<file path="src/hdl/hcl_pkg.sv">
// hcl_pkg: shared types, constants and the header-name lookup for the
// Content-Length scanner. No dependencies.
`default_nettype none

package hcl_pkg;

  // width of the parsed value; values above 2^VALUE_BITS - 1 are malformed
  localparam int unsigned VALUE_BITS = 31;
  // width of the length field on the result port
  localparam int unsigned OUT_BITS   = 31;

  localparam logic [4:0] NAME_LEN  = 5'd15;
  localparam logic [4:0] MIN_LEN   = 5'd17;
  localparam logic [4:0] POS_MAX   = 5'd31;
  localparam logic [7:0] CHAR_LF   = 8'h0A;
  localparam logic [7:0] CHAR_SP   = 8'h20;
  localparam logic [7:0] CHAR_ZERO = 8'h30;
  localparam logic [7:0] CHAR_NINE = 8'h39;

  // result status codes
  typedef enum logic [1:0] {
    ST_OK     = 2'd0,
    ST_ABSENT = 2'd1,
    ST_BAD    = 2'd2
  } status_t;

  // scanner state carried from byte to byte
  typedef struct packed {
    logic [4:0]            pos;
    logic                  prefix;
    logic [7:0]            held_char;
    logic                  held_valid;
    logic [VALUE_BITS-1:0] line_value;
    logic                  line_bad;
    logic                  found;
    logic [VALUE_BITS-1:0] stored_value;
    logic                  err;
  } scan_state_t;

  localparam scan_state_t SCAN_RESET = '{
    pos:          5'd0,
    prefix:       1'b1,
    held_char:    8'h00,
    held_valid:   1'b0,
    line_value:   '0,
    line_bad:     1'b0,
    found:        1'b0,
    stored_value: '0,
    err:          1'b0
  };

  // expected character of "Content-Length:" at a given line position
  function automatic logic [7:0] name_char(input logic [3:0] idx);
    logic [7:0] c;
    case (idx)
      4'd0:    c = 8'h43; // C
      4'd1:    c = 8'h6F; // o
      4'd2:    c = 8'h6E; // n
      4'd3:    c = 8'h74; // t
      4'd4:    c = 8'h65; // e
      4'd5:    c = 8'h6E; // n
      4'd6:    c = 8'h74; // t
      4'd7:    c = 8'h2D; // -
      4'd8:    c = 8'h4C; // L
      4'd9:    c = 8'h65; // e
      4'd10:   c = 8'h6E; // n
      4'd11:   c = 8'h67; // g
      4'd12:   c = 8'h74; // t
      4'd13:   c = 8'h68; // h
      4'd14:   c = 8'h3A; // :
      default: c = 8'h00;
    endcase
    return c;
  endfunction

endpackage

`default_nettype wire

</file>
<file path="src/hdl/http_content_length_scan_core.sv">
// http_content_length_scan_core: top level of the Content-Length scanner.
// Depends on hcl_pkg and hcl_scan_step.
`default_nettype none

// Takes one header byte per clock while in_stall is low and keeps the scan state in
// registers; the byte marked last yields one result word (length and status) in the
// result register on the next cycle, after which the scan state is back at reset
// for the next request. Throughput is one byte per cycle while not stalled; the
// result comes from the single state-update step (a 35-bit multiply-by-ten-and-add
// and compare). in_stall is high only while a result word is waiting and out_stall
// holds it.
module http_content_length_scan_core
  import hcl_pkg::*;
(
  input  wire logic                clk,
  input  wire logic                rst_n,
  input  wire logic                in_valid,
  output logic                     in_stall,
  input  wire logic [7:0]          in_byte_req,
  input  wire logic                in_last,
  output logic                     out_valid,
  input  wire logic                out_stall,
  output logic [30:0]              out_length_value,
  output logic [1:0]               out_status
);

  scan_state_t       scan_r;
  scan_state_t       scan_step_nxt;
  scan_state_t       scan_nxt;
  logic              in_acc;
  logic              out_load;
  logic              out_valid_r;
  logic              out_valid_nxt;
  logic [OUT_BITS-1:0] out_len_r;
  logic [OUT_BITS-1:0] out_len_nxt;
  status_t           out_status_r;
  status_t           out_status_nxt;
  logic [VALUE_BITS+OUT_BITS-1:0] stored_ext;

  // handshake
  assign in_stall = out_valid_r && out_stall;
  assign in_acc   = in_valid && !in_stall;
  assign out_load = !out_valid_r || !out_stall;

  // per-byte scan logic
  hcl_scan_step u_step (
    .cur     (scan_r),
    .byte_in (in_byte_req),
    .nxt     (scan_step_nxt)
  );

  // result word from the post-scan state
  always_comb begin
    stored_ext = {{OUT_BITS{1'b0}}, scan_step_nxt.stored_value};
    if (scan_step_nxt.err) begin
      out_status_nxt = ST_BAD;
      out_len_nxt    = '0;
    end else if (scan_step_nxt.found) begin
      out_status_nxt = ST_OK;
      out_len_nxt    = stored_ext[OUT_BITS-1:0];
    end else begin
      out_status_nxt = ST_ABSENT;
      out_len_nxt    = '0;
    end
  end

  // state next value: back to reset after the last byte
  always_comb begin
    scan_nxt = scan_r;
    if (in_acc) begin
      scan_nxt = in_last ? SCAN_RESET : scan_step_nxt;
    end
    out_valid_nxt = out_valid_r;
    if (out_load) begin
      out_valid_nxt = in_acc && in_last;
    end
  end

  // control registers
  always_ff @(posedge clk) begin
    if (!rst_n) begin
      scan_r      <= SCAN_RESET;
      out_valid_r <= 1'b0;
    end else begin
      scan_r      <= scan_nxt;
      out_valid_r <= out_valid_nxt;
    end
  end

  // result payload
  always_ff @(posedge clk) begin
    if (out_load && in_acc && in_last) begin
      out_len_r    <= out_len_nxt;
      out_status_r <= out_status_nxt;
    end
  end

  assign out_valid        = out_valid_r;
  assign out_length_value = out_len_r;
  assign out_status       = out_status_r;

  // checks
  a_last_gives_word: assert property (@(posedge clk) disable iff (!rst_n)
    in_valid && !in_stall && in_last |=> out_valid)
    else $error("accepted last byte did not produce a result word");

  a_len_zero_unless_ok: assert property (@(posedge clk) disable iff (!rst_n)
    out_valid && (out_status != ST_OK) |-> out_length_value == '0)
    else $error("length nonzero on a result that is not ok");

  a_state_cleared: assert property (@(posedge clk) disable iff (!rst_n)
    in_valid && !in_stall && in_last |=>
      (scan_r.pos == 5'd0) && !scan_r.found && !scan_r.err && scan_r.prefix)
    else $error("scan state not cleared after end of request");

  a_stall_only_when_full: assert property (@(posedge clk) disable iff (!rst_n)
    in_stall |-> out_valid && out_stall)
    else $error("input stalled without a held result word");

endmodule

`default_nettype wire

</file>
<file path="src/hdl/hcl_scan_step.sv">
// hcl_scan_step: next-state logic for one header byte of the scanner.
// Depends on hcl_pkg.
`default_nettype none

module hcl_scan_step
  import hcl_pkg::*;
(
  input  wire scan_state_t cur,
  input  wire logic [7:0]  byte_in,
  output scan_state_t      nxt
);

  localparam int unsigned PW = VALUE_BITS + 4;

  logic [PW-1:0] lv_ext;
  logic [PW-1:0] digit_ext;
  logic [PW-1:0] prod;
  logic          held_is_digit;
  logic          prod_ovf;
  logic          len_line;
  logic          len_bad;

  // value * 10 + digit for the held character, with overflow flag
  always_comb begin
    held_is_digit = (cur.held_char >= CHAR_ZERO) && (cur.held_char <= CHAR_NINE);
    lv_ext        = {4'b0000, cur.line_value};
    digit_ext     = {{VALUE_BITS{1'b0}}, 4'(cur.held_char - CHAR_ZERO)};
    prod          = (lv_ext << 3) + (lv_ext << 1) + digit_ext;
    prod_ovf      = (prod[PW-1:VALUE_BITS] != 4'b0000);
  end

  // line end classification
  always_comb begin
    len_line = cur.prefix && (cur.pos >= NAME_LEN);
    len_bad  = cur.line_bad || (cur.pos < MIN_LEN);
  end

  // byte update
  always_comb begin
    nxt = cur;
    if (byte_in == CHAR_LF) begin
      // close the line and record a length line
      if (len_line) begin
        if (len_bad) begin
          nxt.err = 1'b1;
        end else if (cur.found && (cur.stored_value != cur.line_value)) begin
          nxt.err = 1'b1;
        end else begin
          nxt.stored_value = cur.line_value;
          nxt.found        = 1'b1;
        end
      end
      nxt.pos        = 5'd0;
      nxt.prefix     = 1'b1;
      nxt.held_char  = 8'h00;
      nxt.held_valid = 1'b0;
      nxt.line_value = '0;
      nxt.line_bad   = 1'b0;
    end else if (byte_in != CHAR_SP) begin
      if (cur.pos < NAME_LEN) begin
        // name compare
        if (byte_in != name_char(cur.pos[3:0])) begin
          nxt.prefix = 1'b0;
        end
      end else if (cur.prefix) begin
        // commit the held character, hold the new one
        if (cur.held_valid) begin
          if (!held_is_digit || prod_ovf) begin
            nxt.line_bad = 1'b1;
          end else begin
            nxt.line_value = prod[VALUE_BITS-1:0];
          end
        end
        nxt.held_char  = byte_in;
        nxt.held_valid = 1'b1;
      end
      if (cur.pos < POS_MAX) begin
        nxt.pos = cur.pos + 5'd1;
      end
    end
  end

endmodule

`default_nettype wire

</file>
<file path="config.mk">
export PLATFORM = sky130hd
export DESIGN_NAME = http_content_length_scan_core
export DESIGN_NICKNAME = d
export VERILOG_FILES = /design/src/hdl/hcl_pkg.sv /design/src/hdl/http_content_length_scan_core.sv /design/src/hdl/hcl_scan_step.sv
export SDC_FILE = /design/constraint.sdc
export NUM_CORES = 1
export LEC_CHECK = 0
export BUFFER_PORTS_ARGS = -buffer_cell sky130_fd_sc_hd__buf_2
export CELL_PAD_IN_SITES_DETAIL_PLACEMENT = 0
export CELL_PAD_IN_SITES_GLOBAL_PLACEMENT = 2
export CORE_MARGIN = 4
export CORE_UTILIZATION = 38
export DETAILED_ROUTE_END_ITERATION = 10
export GPL_ROUTABILITY_DRIVEN = 0
export PLACE_DENSITY_LB_ADDON = 0.1
export SLEW_MARGIN = 20
export SYNTH_ARGS = -nofsm -noshare
export SYNTH_HDL_FRONTEND = slang
export SYNTH_SLANG_ARGS = --single-unit
export TNS_END_PERCENT = 30
</file>
<file path="constraint.sdc">
create_clock -name clk -period 4.7 [get_ports clk]
set_input_delay 0.94 -clock clk [delete_from_list [all_inputs] [get_ports clk]]
set_output_delay 0.94 -clock clk [all_outputs]
set_load 0.005 [all_outputs]
</file>
==> Word-level counts from Yosys, hierarchy flattened <==
Memory sizes are Yosys's and may differ from the RTL's. A register that Yosys moved wholly into a read port is not among the register bits.
Cells that the tools add are included.
{ "totals": {"wordCells": 82, "rom_bits": 112, "in_bits": 13, "out_inout_bits": 35, "ff_bits": 114, "memories": 1} }
{ "mem_list": {"columns": ["name", "words", "width", "rd", "rd_clocked_by_memory_dff", "write_ports", "line", "source"], "rows": [
  ["(no name shown)", 16, 7, 1, 1, 0, "hcl_pkg.sv:55", "case (idx)"]
]} }
{ "classes": {"order_cmp": 6, "muxes": 23, "addsub": 4, "reduce_logical": 29, "n_eq_ne": 6, "bitwise_logic": 1} }
{ "ops": {"columns": ["op", "n"], "rows": [
  ["32-bit two-way mux", 3],
  ["47-bit two-way mux", 2],
  ["41-bit two-way mux", 2],
  ["80-bit two-way mux", 1],
  ["33-bit two-way mux", 2],
  ["34-bit by 32-bit adder with 35-bit output", 1],
  ["35-bit by 4-bit adder with 35-bit output", 1],
  ["31-bit two-way mux", 1],
  ["31-bit inequality test", 1],
  ["8-bit two-way mux", 3],
  ["3-bit nonzero test", 7],
  ["6-bit AND reduction", 2],
  ["5-bit < comparator, second input constant", 2],
  ["8-bit by 4-bit equality test with 1-bit output, second input constant", 1],
  ["8-bit by 6-bit >= comparator with 1-bit output, second input constant", 1],
  ["8-bit by 6-bit less-or-equal comparator with 1-bit output, second input constant", 1],
  ["1-bit logical AND", 8],
  ["4-bit two-way mux", 2],
  ["8-bit by 6-bit inequality test with 1-bit output, second input constant", 1],
  ["8-bit inequality test", 1],
  ["4-bit AND reduction", 2],
  ["1-bit two-way mux", 6],
  ["3-bit by 2-bit inequality test with 1-bit output, second input constant", 2],
  ["5-bit by 1-bit adder with 5-bit output, second input constant", 1],
  ["other kinds (10)", 15]
]} }

==> Logic depth before layout (Yosys ltp) <==
Gate-level depths: netlist of run 1.
{ "depth": {"word_depth": 13, "mapped_depth": 13, "mapped_depth_nobuf": 12} }

==> Modules after synthesis <==
Synthesis of run 1 repeated with hierarchy kept, for this count alone.
{ "unflattened": {"cells_unflattened": 992, "area_unflattened_um2": 8991.1} }
{ "modules_own_cells": {"columns": ["mod", "seq_area_each_um2", "n_inst", "area_each_um2", "cells_each"], "rows": [
  ["http_content_length_scan_core", 2612.5, 1, 4887.2, 431],
  ["hcl_scan_step", 0.0, 1, 4103.9, 561]
]} }

==> Worst setup path after synthesis of run 1 <==
OpenSTA, ideal clock, no wires.
{ "synth_path": {"path_kind": "in2reg", "from": "input in_byte_req[2]", "to": "register with a tool-made name", "slack_ns": 0.975, "t_arrival_ns": 3.603, "path_stages": 10, "n_path_buf": 0, "required_ns": 4.578, "setup_ns": 0.122, "cell_sequence": "or4_4 > o41ai_4 > a22oi_2 > xnor2_1 > nor2b_1 > inv_1 > ha_1 > a211oi_1 > a31oi_1 > o32a_1"} }
{ "synth_rtl": {"columns": ["element", "line", "source"], "rows": [
  ["from (decl)", "http_content_length_scan_core.sv:19", "input wire logic [7:0] in_byte_req,"]
]} }

==> Worst setup path after layout of run 1 <==
{ "layout_path": {"from": "register scan_r[34] (netlist name)", "to": "register scan_r[39] (netlist name)"} }
{ "layout_between": {"elab_chain_cells": 9, "elab_cells_between_ends": 13, "cone_classes": "2 x add/sub; 1 x eq/ne; 7 x mux; 3 x reduce/logical"} }
{ "layout_lines": {"columns": ["element", "line", "source"], "rows": [
  ["from (decl)", "http_content_length_scan_core.sv:27", "scan_state_t scan_r;"],
  ["from (signal assigned)", "http_content_length_scan_core.sv:85", "scan_r <= scan_nxt;"],
  ["34-bit by 32-bit adder with 35-bit output *", "hcl_scan_step.sv:28", "prod = (lv_ext << 3) + (lv_ext << 1) + digit_ext;"],
  ["35-bit by 4-bit adder with 35-bit output *", "hcl_scan_step.sv:28", null],
  ["31-bit two-way mux", "hcl_scan_step.sv:68", "if (!held_is_digit || prod_ovf) begin"],
  ["32-bit two-way mux", "hcl_scan_step.sv:67", "if (cur.held_valid) begin"],
  ["41-bit two-way mux", "hcl_scan_step.sv:65", "end else if (cur.prefix) begin"],
  ["41-bit two-way mux", "hcl_scan_step.sv:60", "if (cur.pos < NAME_LEN) begin"],
  ["47-bit two-way mux", "hcl_scan_step.sv:59", "end else if (byte_in != CHAR_SP) begin"],
  ["47-bit two-way mux", "hcl_scan_step.sv:41", "if (byte_in == CHAR_LF) begin"],
  ["80-bit two-way mux", "http_content_length_scan_core.sv:71", "scan_nxt = in_last ? SCAN_RESET : scan_step_nxt;"]
]} }
Every way passes the cells marked *; elsewhere a longest branch is shown, timed or not. The select of a mux whose other input is x is not followed.
A chain may end at the register's enable or synchronous reset.

==> results of run 1 <==
-- final timing paths --
| kind | cells past startpoint | startpoint | endpoint |
|---|---|---|---|
| worst max-delay path | 12 | scan_r[34]$_SDFFE_PN0P_ | scan_r[39]$_SDFFE_PN0P_ |
| worst min-delay path | 2 | scan_r[74]$_SDFFE_PN1P_ | scan_r[74]$_SDFFE_PN1P_ |
| worst max register to register | 12 | scan_r[34]$_SDFFE_PN0P_ | scan_r[39]$_SDFFE_PN0P_ |
| worst min register to register | 2 | scan_r[74]$_SDFFE_PN1P_ | scan_r[74]$_SDFFE_PN1P_ |
-- per-layer routing --
metal  track usage  share of wire  vias to the layer above
met1        0.2869           0.53                     3058
met4       0.05261          0.015                        0
met5             0              0                        -
met2        0.2810           0.42                      112
li1              -              -                     3242
met3       0.03161          0.031                       21
-- report_power, final --
part	internal [uW]	switching (uW)
Clock	728	494
Sequential	1090	10.7
Combinational	45.7	81.1
-- critical path, cell delays in order (launching register included) --
cell and delay, ps:
dfxtp_1 390, inv_1 110, fa_1 540, fa_1 460, nand2b_1 200, a211oi_1 430, o21a_1 200, o21ai_0 270
a41o_1 350, a2bb2oi_2 190, a21oi_2 160, buf_4 310, mux2i_1 210
-- area by class of cell --
cell class / instances / area (sq um)
fillers: 1998 / 10950
multi-input cells: 678 / 4662
flip-flops and latches: 121 / 2753
clock buffers: 18 / 429.2
repair buffers: 64 / 362.8
well taps: 265 / 331.6
clock inverters: 14 / 126.4
inverters: 28 / 105.1
-- synth_stat cells, drive strengths merged (2+ instances only) --
cell     count
xnor2       23
nand2       82
or3          7
mux2         2
a221oi       3
dfxtp       88
a21boi       2
nand4b       2
o2111ai      2
or2          2
nand3b       3
o21a         5
mux2i       47
o221ai       2
a21oi       63
nand3       23
and3         6
buf          8
clkbuf      39
o21bai       6
xor2        35
a21o        11
o31ai        2
nor2b        4
and2         7
a22oi       35
a31oi        7
nor3b        7
nand2b       6
ha          68
a211o        2
nor3        15
nor4        10
o22ai        8
fa           2
inv         27
nor2       107
o211ai       4
edfxtp      33
o21ai       33
nand4       11
a211oi       8
o41ai        2
-- state kept, by name (all words and copies together) (netlist names), named ones only --
name,count
scan_r,80
out_status,2
out_valid,1
out_length_value,31
-- stage by stage --
step / setup WS (ps) / util / hold slack (ps)
after floorplan: 974.7 / - / 429.3
after global placement: 775.4 / 0.4165 / 449.8
after detailed placement: 676.2 / 0.4165 / 451.2
after CTS: 788.2 / 0.4447 / 463.0
after global routing: 456.3 / 0.4448 / 501.7
final: 785.1 / 0.4448 / 459.7
-- kinds of logic (layout without fill, tap and decap cells) --
kind of cell	after synthesis	after routing	share of synthesized area
compound gates	205	205	0.1773
xor+xnor	58	58	0.06685
fa+ha+maj	70	70	0.1155
buf+inv	75	124	0.04040
flops	121	121	0.3570
mux	49	49	0.06393
simple gates	296	296	0.1790
==> tab_implementation.tex, run 1 <==
\begin{tabular}{lr}
\hline
Metric & Value \\
\hline
\multicolumn{2}{l}{\textbf{STA}} \\
\quad Final worst path period need & 3915 ps \\
\quad Actual transition at the worst max-transition pin & approximately 760 ps \\
\quad Setup TNS Final & 0 ps \\
\quad Final hold vios & 0 \\
\quad Setup repair after global routing missed its margin & no \\
\quad Final worst-path cycle share & 0.8330 \\
\quad Final Skew & 7.982 ps \\
\quad Number of endpoints failing setup at the final stage & 0 \\
\quad Achievable Freq & between 200 and 300 MHz \\
\quad Number of pins exceeding their max-slew limit in the final report & 0 \\
\quad Tightest slew margin relative to the limit & 0.4847 \\
\multicolumn{2}{l}{\textbf{Power}} \\
\quad Pwr dens & approximately 280 nW/um\^{}2 \\
\quad Leakage Power & 0.003874 uW \\
\quad Pwr Total & 2449 uW \\
\quad Largest voltage drop on the vdd net & 189.0 uV \\
\multicolumn{2}{l}{\textbf{Place}} \\
\quad Buffers on Ports & 47 \\
\quad Final HPWL from detailed placement & $\sim$16,000 um \\
\quad Placed inst area & 8213 sq um \\
\quad Placed insts & 1,156 \\
\multicolumn{2}{l}{\textbf{Clock tree}} \\
\quad H-tree depth & 4 \\
\quad TritonCTS clock tree & done \\
\quad Maximum buffer depth of the clock tree & 2 \\
\quad Sinks on the clock net & about 120 \\
\quad CTS Hold Buffers Added & 0 \\
\quad Clock latency at the later pin of the worst-skew pair & about 420 ps \\
\quad Setup Buffers After CTS & 0 \\
\quad Cts bufs inserted & 17 \\
\quad Clock-pin slew reported for the worst setup and hold paths after clock tree synthesis & 50 ps \\
\quad Root Driver & clkbuf\_16 \\
\quad Gates resized, CTS repair & 0 \\
\multicolumn{2}{l}{\textbf{Drt}} \\
\quad Average wire per standard cell & 17.66 um \\
\quad DR pass1 iterations & 5 \\
\quad Remaining antenna violation count after routing & 0 \\
\quad Vias per cell & 5.415 \\
\quad Drt drc & 0 \\
\quad Routed WL & 20,980 um \\
\quad Via total after detailed routing & approximately 6,400 \\
\quad DR iter-0 viols & 361 \\
\multicolumn{2}{l}{\textbf{Floorplan}} \\
\quad I/O pin count & 48 \\
\quad Die Footprint & $\sim$23,000 sq um \\
\quad Die span in x & about 150 um \\
\quad Core Box Area & a little under 20,000 sq um \\
\quad Die Span Y & roughly 150 um \\
\quad \# rows & 51 \\
\quad Initial Util & 0.3911 \\
\multicolumn{2}{l}{\textbf{Synth}} \\
\quad Library cell occupying the most area in the post-synthesis netlist & dfxtp\_1 \\
\quad Number of cells produced by synthesis & 874 \\
\quad Async set-or-reset flop fraction in the synthesized netlist & 0 \\
\quad Register area share after synthesis & 0.3570 \\
\quad Count of different cell masters after synthesis & 70 \\
\quad \#FFs+latches synth & 121 \\
\quad Share of the synthesized area in the top cell type & 0.2285 \\
\quad Primary flip-flop cell chosen by synthesis mapping & dfxtp\_1 \\
\quad Post-synth EDFFs & 33 \\
\quad Leading post-synthesis cells by cell area & dfxtp\_1 23\%, edfxtp\_1 13\%, ha\_1 11\% \\
\quad Cell area after synthesis & slightly below 8000 sq um \\
\quad Avg Synthesized Cell Area & 8.823 sq um \\
\quad Yosys warnings & 0 \\
\quad Net Count, Synth & 957 \\
\multicolumn{2}{l}{\textbf{Finish}} \\
\quad Antenna fix cells & 0 \\
\quad Design Area, Final & 8770 sq um \\
\quad Highest-count cells in the layout ignoring fill and taps & 106 x nor2\_1, 88 x dfxtp\_1, 80 x nand2\_1 \\
\quad Number of nets in the finished design & 993 \\
\quad Fin cells & $\sim$1,200 \\
\quad Syn-to-layout area delta & 13.73\% \\
\quad Share of post-route cells with drive strength above 1 & 0.1268 \\
\quad Commonest non-fill, non-tap cell in the layout & nor2\_1 \\
\multicolumn{2}{l}{\textbf{Global route}} \\
\quad Overall track demand over capacity in global routing & 0.1908 \\
\quad Vias in the first global route & 6,122 \\
\quad Global-route wire length before repair & 33,530 um \\
\quad Maximum number of pins on one net before global-route repair & 43 \\
\quad Initial antenna violation count & 0 \\
\quad Total congestion overflow after global routing & 0 \\
\multicolumn{2}{l}{\textbf{Worst setup path}} \\
\quad Flop2flop setup slack & 790 ps \\
\quad Signal arrival time at the worst endpoint & 4260 ps \\
\quad Required time of the worst setup path & 5040 ps \\
\quad Type of the worst setup path & register to register \\
\quad Max FO, Critical Path & 15 \\
\quad Critical Path Sink Type & register \\
\quad Critical Path Start Type & register \\
\multicolumn{2}{l}{\textbf{Status}} \\
\quad Result of the run & completed \\
\multicolumn{2}{l}{\textbf{Worst hold path}} \\
\quad Class of the most critical hold timing path & register to register \\
\multicolumn{2}{l}{\textbf{Job}} \\
\quad Number of max-cap violations & 0 \\
\hline
\end{tabular}
Note: power is estimated with default switching activity, not from simulation.
==> run 2, diff against run 1 <==
--- a/config.mk
+++ b/config.mk
@@ -9,7 +9,7 @@
 export CELL_PAD_IN_SITES_DETAIL_PLACEMENT = 0
 export CELL_PAD_IN_SITES_GLOBAL_PLACEMENT = 2
 export CORE_MARGIN = 4
-export CORE_UTILIZATION = 38
+export CORE_UTILIZATION = 35
 export DETAILED_ROUTE_END_ITERATION = 10
 export GPL_ROUTABILITY_DRIVEN = 0
 export PLACE_DENSITY_LB_ADDON = 0.1
==> constraint.sdc (replaced) <==
create_clock -name clk -period 3.4 [get_ports clk]
set_input_delay 0.68 -clock clk [delete_from_list [all_inputs] [get_ports clk]]
set_output_delay 0.68 -clock clk [all_outputs]
set_load 0.005 [all_outputs]
==> run 2 against run 1 <==
Sequential share of layout area is 2.7 points lower. Largest power group unchanged. Clock skew is 2.1 ps higher. Via count up 5.2%. Wire length rose by 9.3%. Flip-flop and latch count unchanged. Register-to-register slack worse by 630 ps.
==> tab_implementation.tex, run 2 (synthesis results as in run 1) <==
\begin{tabular}{lr}
\hline
Metric & Value \\
\hline
\multicolumn{2}{l}{\textbf{Finish}} \\
\quad Number of nets in the finished design & 1,070 (+7.8\%) \\
\quad Number of fill cells & 2,173 (+8.8\%) \\
\quad Commonest non-fill, non-tap cell in the layout & nor2\_1 \\
\quad Share of post-route cells with drive strength above 1 & 0.2140 (+0.08724) \\
\quad Antenna fix cells & 0 (unchanged) \\
\quad Design Area, Final & 9602 sq um (+9.5\%) \\
\quad Syn-to-layout area delta & 24.52\% \\
\quad Total area of sequential cells & 2758 sq um (+0.18\%) \\
\quad Highest-count cells in the layout ignoring fill and taps & 106 x nor2\_1, 88 x buf\_4, 84 x dfxtp\_1 \\
\quad Register with the most flip-flops & scan\_r \\
\quad Max FFs per register & 80 (unchanged) \\
\quad Total area of multi-input combinational cells & 4758 sq um (+2.1\%) \\
\multicolumn{2}{l}{\textbf{Worst setup path}} \\
\quad Type of the worst setup path & register to register \\
\quad Required time of the worst setup path & 3750 ps (-1290 ps) \\
\quad Critical Path Sink Type & register \\
\quad Signal arrival time at the worst endpoint & 3590 ps (-670 ps) \\
\quad Critical Path Start Type & register \\
\quad Max FO, Critical Path & 7 (-8) \\
\multicolumn{2}{l}{\textbf{Drt}} \\
\quad Routed WL & 22,920 um (+9.3\%) \\
\quad Average wire per standard cell & 17.91 um (+1.4\%) \\
\quad DR pass1 iterations & 5 (unchanged) \\
\quad Drt drc & 0 (unchanged) \\
\quad Remaining antenna violation count after routing & 0 (unchanged) \\
\quad Via total after detailed routing & 6,770 (+5.2\%) \\
\quad DR iter-0 viols & 358 (-0.83\%) \\
\quad Vias per cell & 5.289 (-2.3\%) \\
\multicolumn{2}{l}{\textbf{STA}} \\
\quad Final Skew & 10.13 ps (+2.147 ps) \\
\quad Final hold vios & 0 (unchanged) \\
\quad Number of endpoints failing setup at the final stage & 0 (unchanged) \\
\quad Setup TNS Final & 0 ps (unchanged) \\
\quad Final worst-path cycle share & 0.9542 (+0.1212) \\
\quad Number of pins exceeding their max-slew limit in the final report & 0 (unchanged) \\
\quad Tightest slew margin relative to the limit & 0.3069 (-0.1778) \\
\quad Setup repair after global routing missed its margin & yes \\
\quad Achievable Freq & 308.2 MHz (+21\%) \\
\quad Final worst path period need & 3244 ps (-670.8 ps) \\
\quad Actual transition at the worst max-transition pin & 1036 ps (+272.9 ps) \\
\multicolumn{2}{l}{\textbf{Power}} \\
\quad Largest voltage drop on the vdd net & 293.3 uV (+55\%) \\
\quad Portion of total power attributed to sequential cells & 0.419 (-0.030) \\
\quad Pwr Total & 3627 uW (+48\%) \\
\quad Internal Pwr Total & 2758 uW (+48\%) \\
\quad Clock share of power & 0.526 (+0.027) \\
\quad Share of total power consumed by net switching & 0.2396 (+0.0002441) \\
\quad Leakage Power & 0.004329 uW (+12\%) \\
\quad Pwr dens & 377.8 nW/um\^{}2 (+35\%) \\
\quad Portion of total power attributed to combinational logic & 0.056 (+0.004) \\
\quad Net Switching & 869.2 uW (+48\%) \\
\multicolumn{2}{l}{\textbf{Floorplan}} \\
\quad I/O pin count & 48 (unchanged) \\
\quad Die Footprint & 24,470 sq um (+8.1\%) \\
\quad Die Span Y & 156.4 um (+4.0\%) \\
\quad Initial Util & 0.3544 (-0.03664) \\
\quad Die span in x & 156.4 um (+4.0\%) \\
\quad Core Box Area & 21,760 sq um (+10\%) \\
\quad \# rows & 54 (+5.9\%) \\
\multicolumn{2}{l}{\textbf{Clock tree}} \\
\quad Cts bufs inserted & 17 (unchanged) \\
\quad H-tree depth & 4 (unchanged) \\
\quad Setup Buffers After CTS & 0 (unchanged) \\
\quad Maximum buffer depth of the clock tree & 2 (unchanged) \\
\quad Clock-pin slew reported for the worst setup and hold paths after clock tree synthesis & 60 ps (about the same) \\
\quad Sinks on the clock net & 121 (unchanged) \\
\quad Root Driver & clkbuf\_16 \\
\quad Clock latency at the later pin of the worst-skew pair & 420 ps (about the same) \\
\quad TritonCTS clock tree & done \\
\multicolumn{2}{l}{\textbf{Global route}} \\
\quad Vias in the first global route & 6,563 (+7.2\%) \\
\quad Maximum number of pins on one net before global-route repair & 44 (+2.3\%) \\
\quad Total congestion overflow after global routing & 0 (unchanged) \\
\quad Overall track demand over capacity in global routing & 0.1863 (-0.004537) \\
\quad Global-route wire length before repair & 35,910 um (+7.1\%) \\
\quad Initial antenna violation count & 0 (unchanged) \\
\multicolumn{2}{l}{\textbf{Place}} \\
\quad Placed inst area & 8860 sq um (+7.9\%) \\
\quad Final HPWL from detailed placement & 17,650 um (+10\%) \\
\quad Buffers on Ports & 47 (unchanged) \\
\multicolumn{2}{l}{\textbf{Status}} \\
\quad Result of the run & completed \\
\multicolumn{2}{l}{\textbf{Job}} \\
\quad Number of max-cap violations & 0 (unchanged) \\
\multicolumn{2}{l}{\textbf{Worst hold path}} \\
\quad Class of the most critical hold timing path & register to register \\
\hline
\end{tabular}
## run 2: power groups by stage
stage	clock network (uW)	registers, uW	logic (uW)
5_1_grt	2020	1520	221
6_report	1910	1520	202
3_3_place_gp	0	1550	195
4_1_cts	1950	1520	198
2_1_floorplan	0	1550	114
3_5_place_dp	0	1550	198
## run 2: cell type report
| type | instances | area share |
|---|---|---|
| clock inverter | 14 | 0.01929 |
| timing repair buffer | 141 | 0.1058 |
| multi-input combinational | 678 | 0.4956 |
| inverter | 28 | 0.01095 |
| sequential | 121 | 0.2872 |
| tap | 280 | 0.03649 |
| clock buffer | 18 | 0.04470 |
## run 2: final timing paths
| path | start | end | slack [ps] | depth (start not counted) |
|---|---|---|---|---|
| max | scan_r[58]$_SDFFE_PN0P_ | scan_r[52]$_SDFFE_PN0P_ | 160 | 12 |
| min | scan_r[74]$_SDFFE_PN1P_ | scan_r[74]$_SDFFE_PN1P_ | 470 | 2 |
| max reg2reg | scan_r[58]$_SDFFE_PN0P_ | scan_r[52]$_SDFFE_PN0P_ | 160 | 12 |
| min reg2reg | scan_r[74]$_SDFFE_PN1P_ | scan_r[74]$_SDFFE_PN1P_ | 470 | 2 |
## run 2: timing repair
item | in CTS | in global routing
gates resized for setup | 2 | 30
hold buffers | 0 | 0
setup endpoints to repair | 31 | 32
pin swaps | 0 | 7
gates cloned | 0 | 1
## run 2: metal layers
layer	vias up	track usage	part of all wire
met1	3258	0.2728	0.50
met5	-	0	0
met2	114	0.2919	0.45
met4	0	0.04380	0.011
li1	3380	-	-
met3	18	0.02461	0.041
## run 2: worst max-delay path, stage by stage, from the launching register on
cell and delay [ps]:
dfxtp_1 350, ha_1 310, ha_2 350, a21oi_2 180
o21ai_1 130, a221oi_1 270, buf_4 170, mux2_2 320
a41o_1 230, a2bb2oi_4 190, a21oi_4 270, clkbuf_16 230
mux2i_1 180
## run 2: metrics by stage
stage / setup slack [ps] / hold slack, ps / cells / util
floorplan: -65.33 / 429.3 / 874 / -
global placement: 46.39 / 459.1 / 1247 / 0.4072
detailed placement: -49.28 / 457.6 / 1247 / 0.4072
CTS: 4.653 / 469.8 / 1279 / 0.4358
global route: -13.71 / 511.6 / 1280 / 0.4413
finish: 155.8 / 466.5 / 1280 / 0.4413
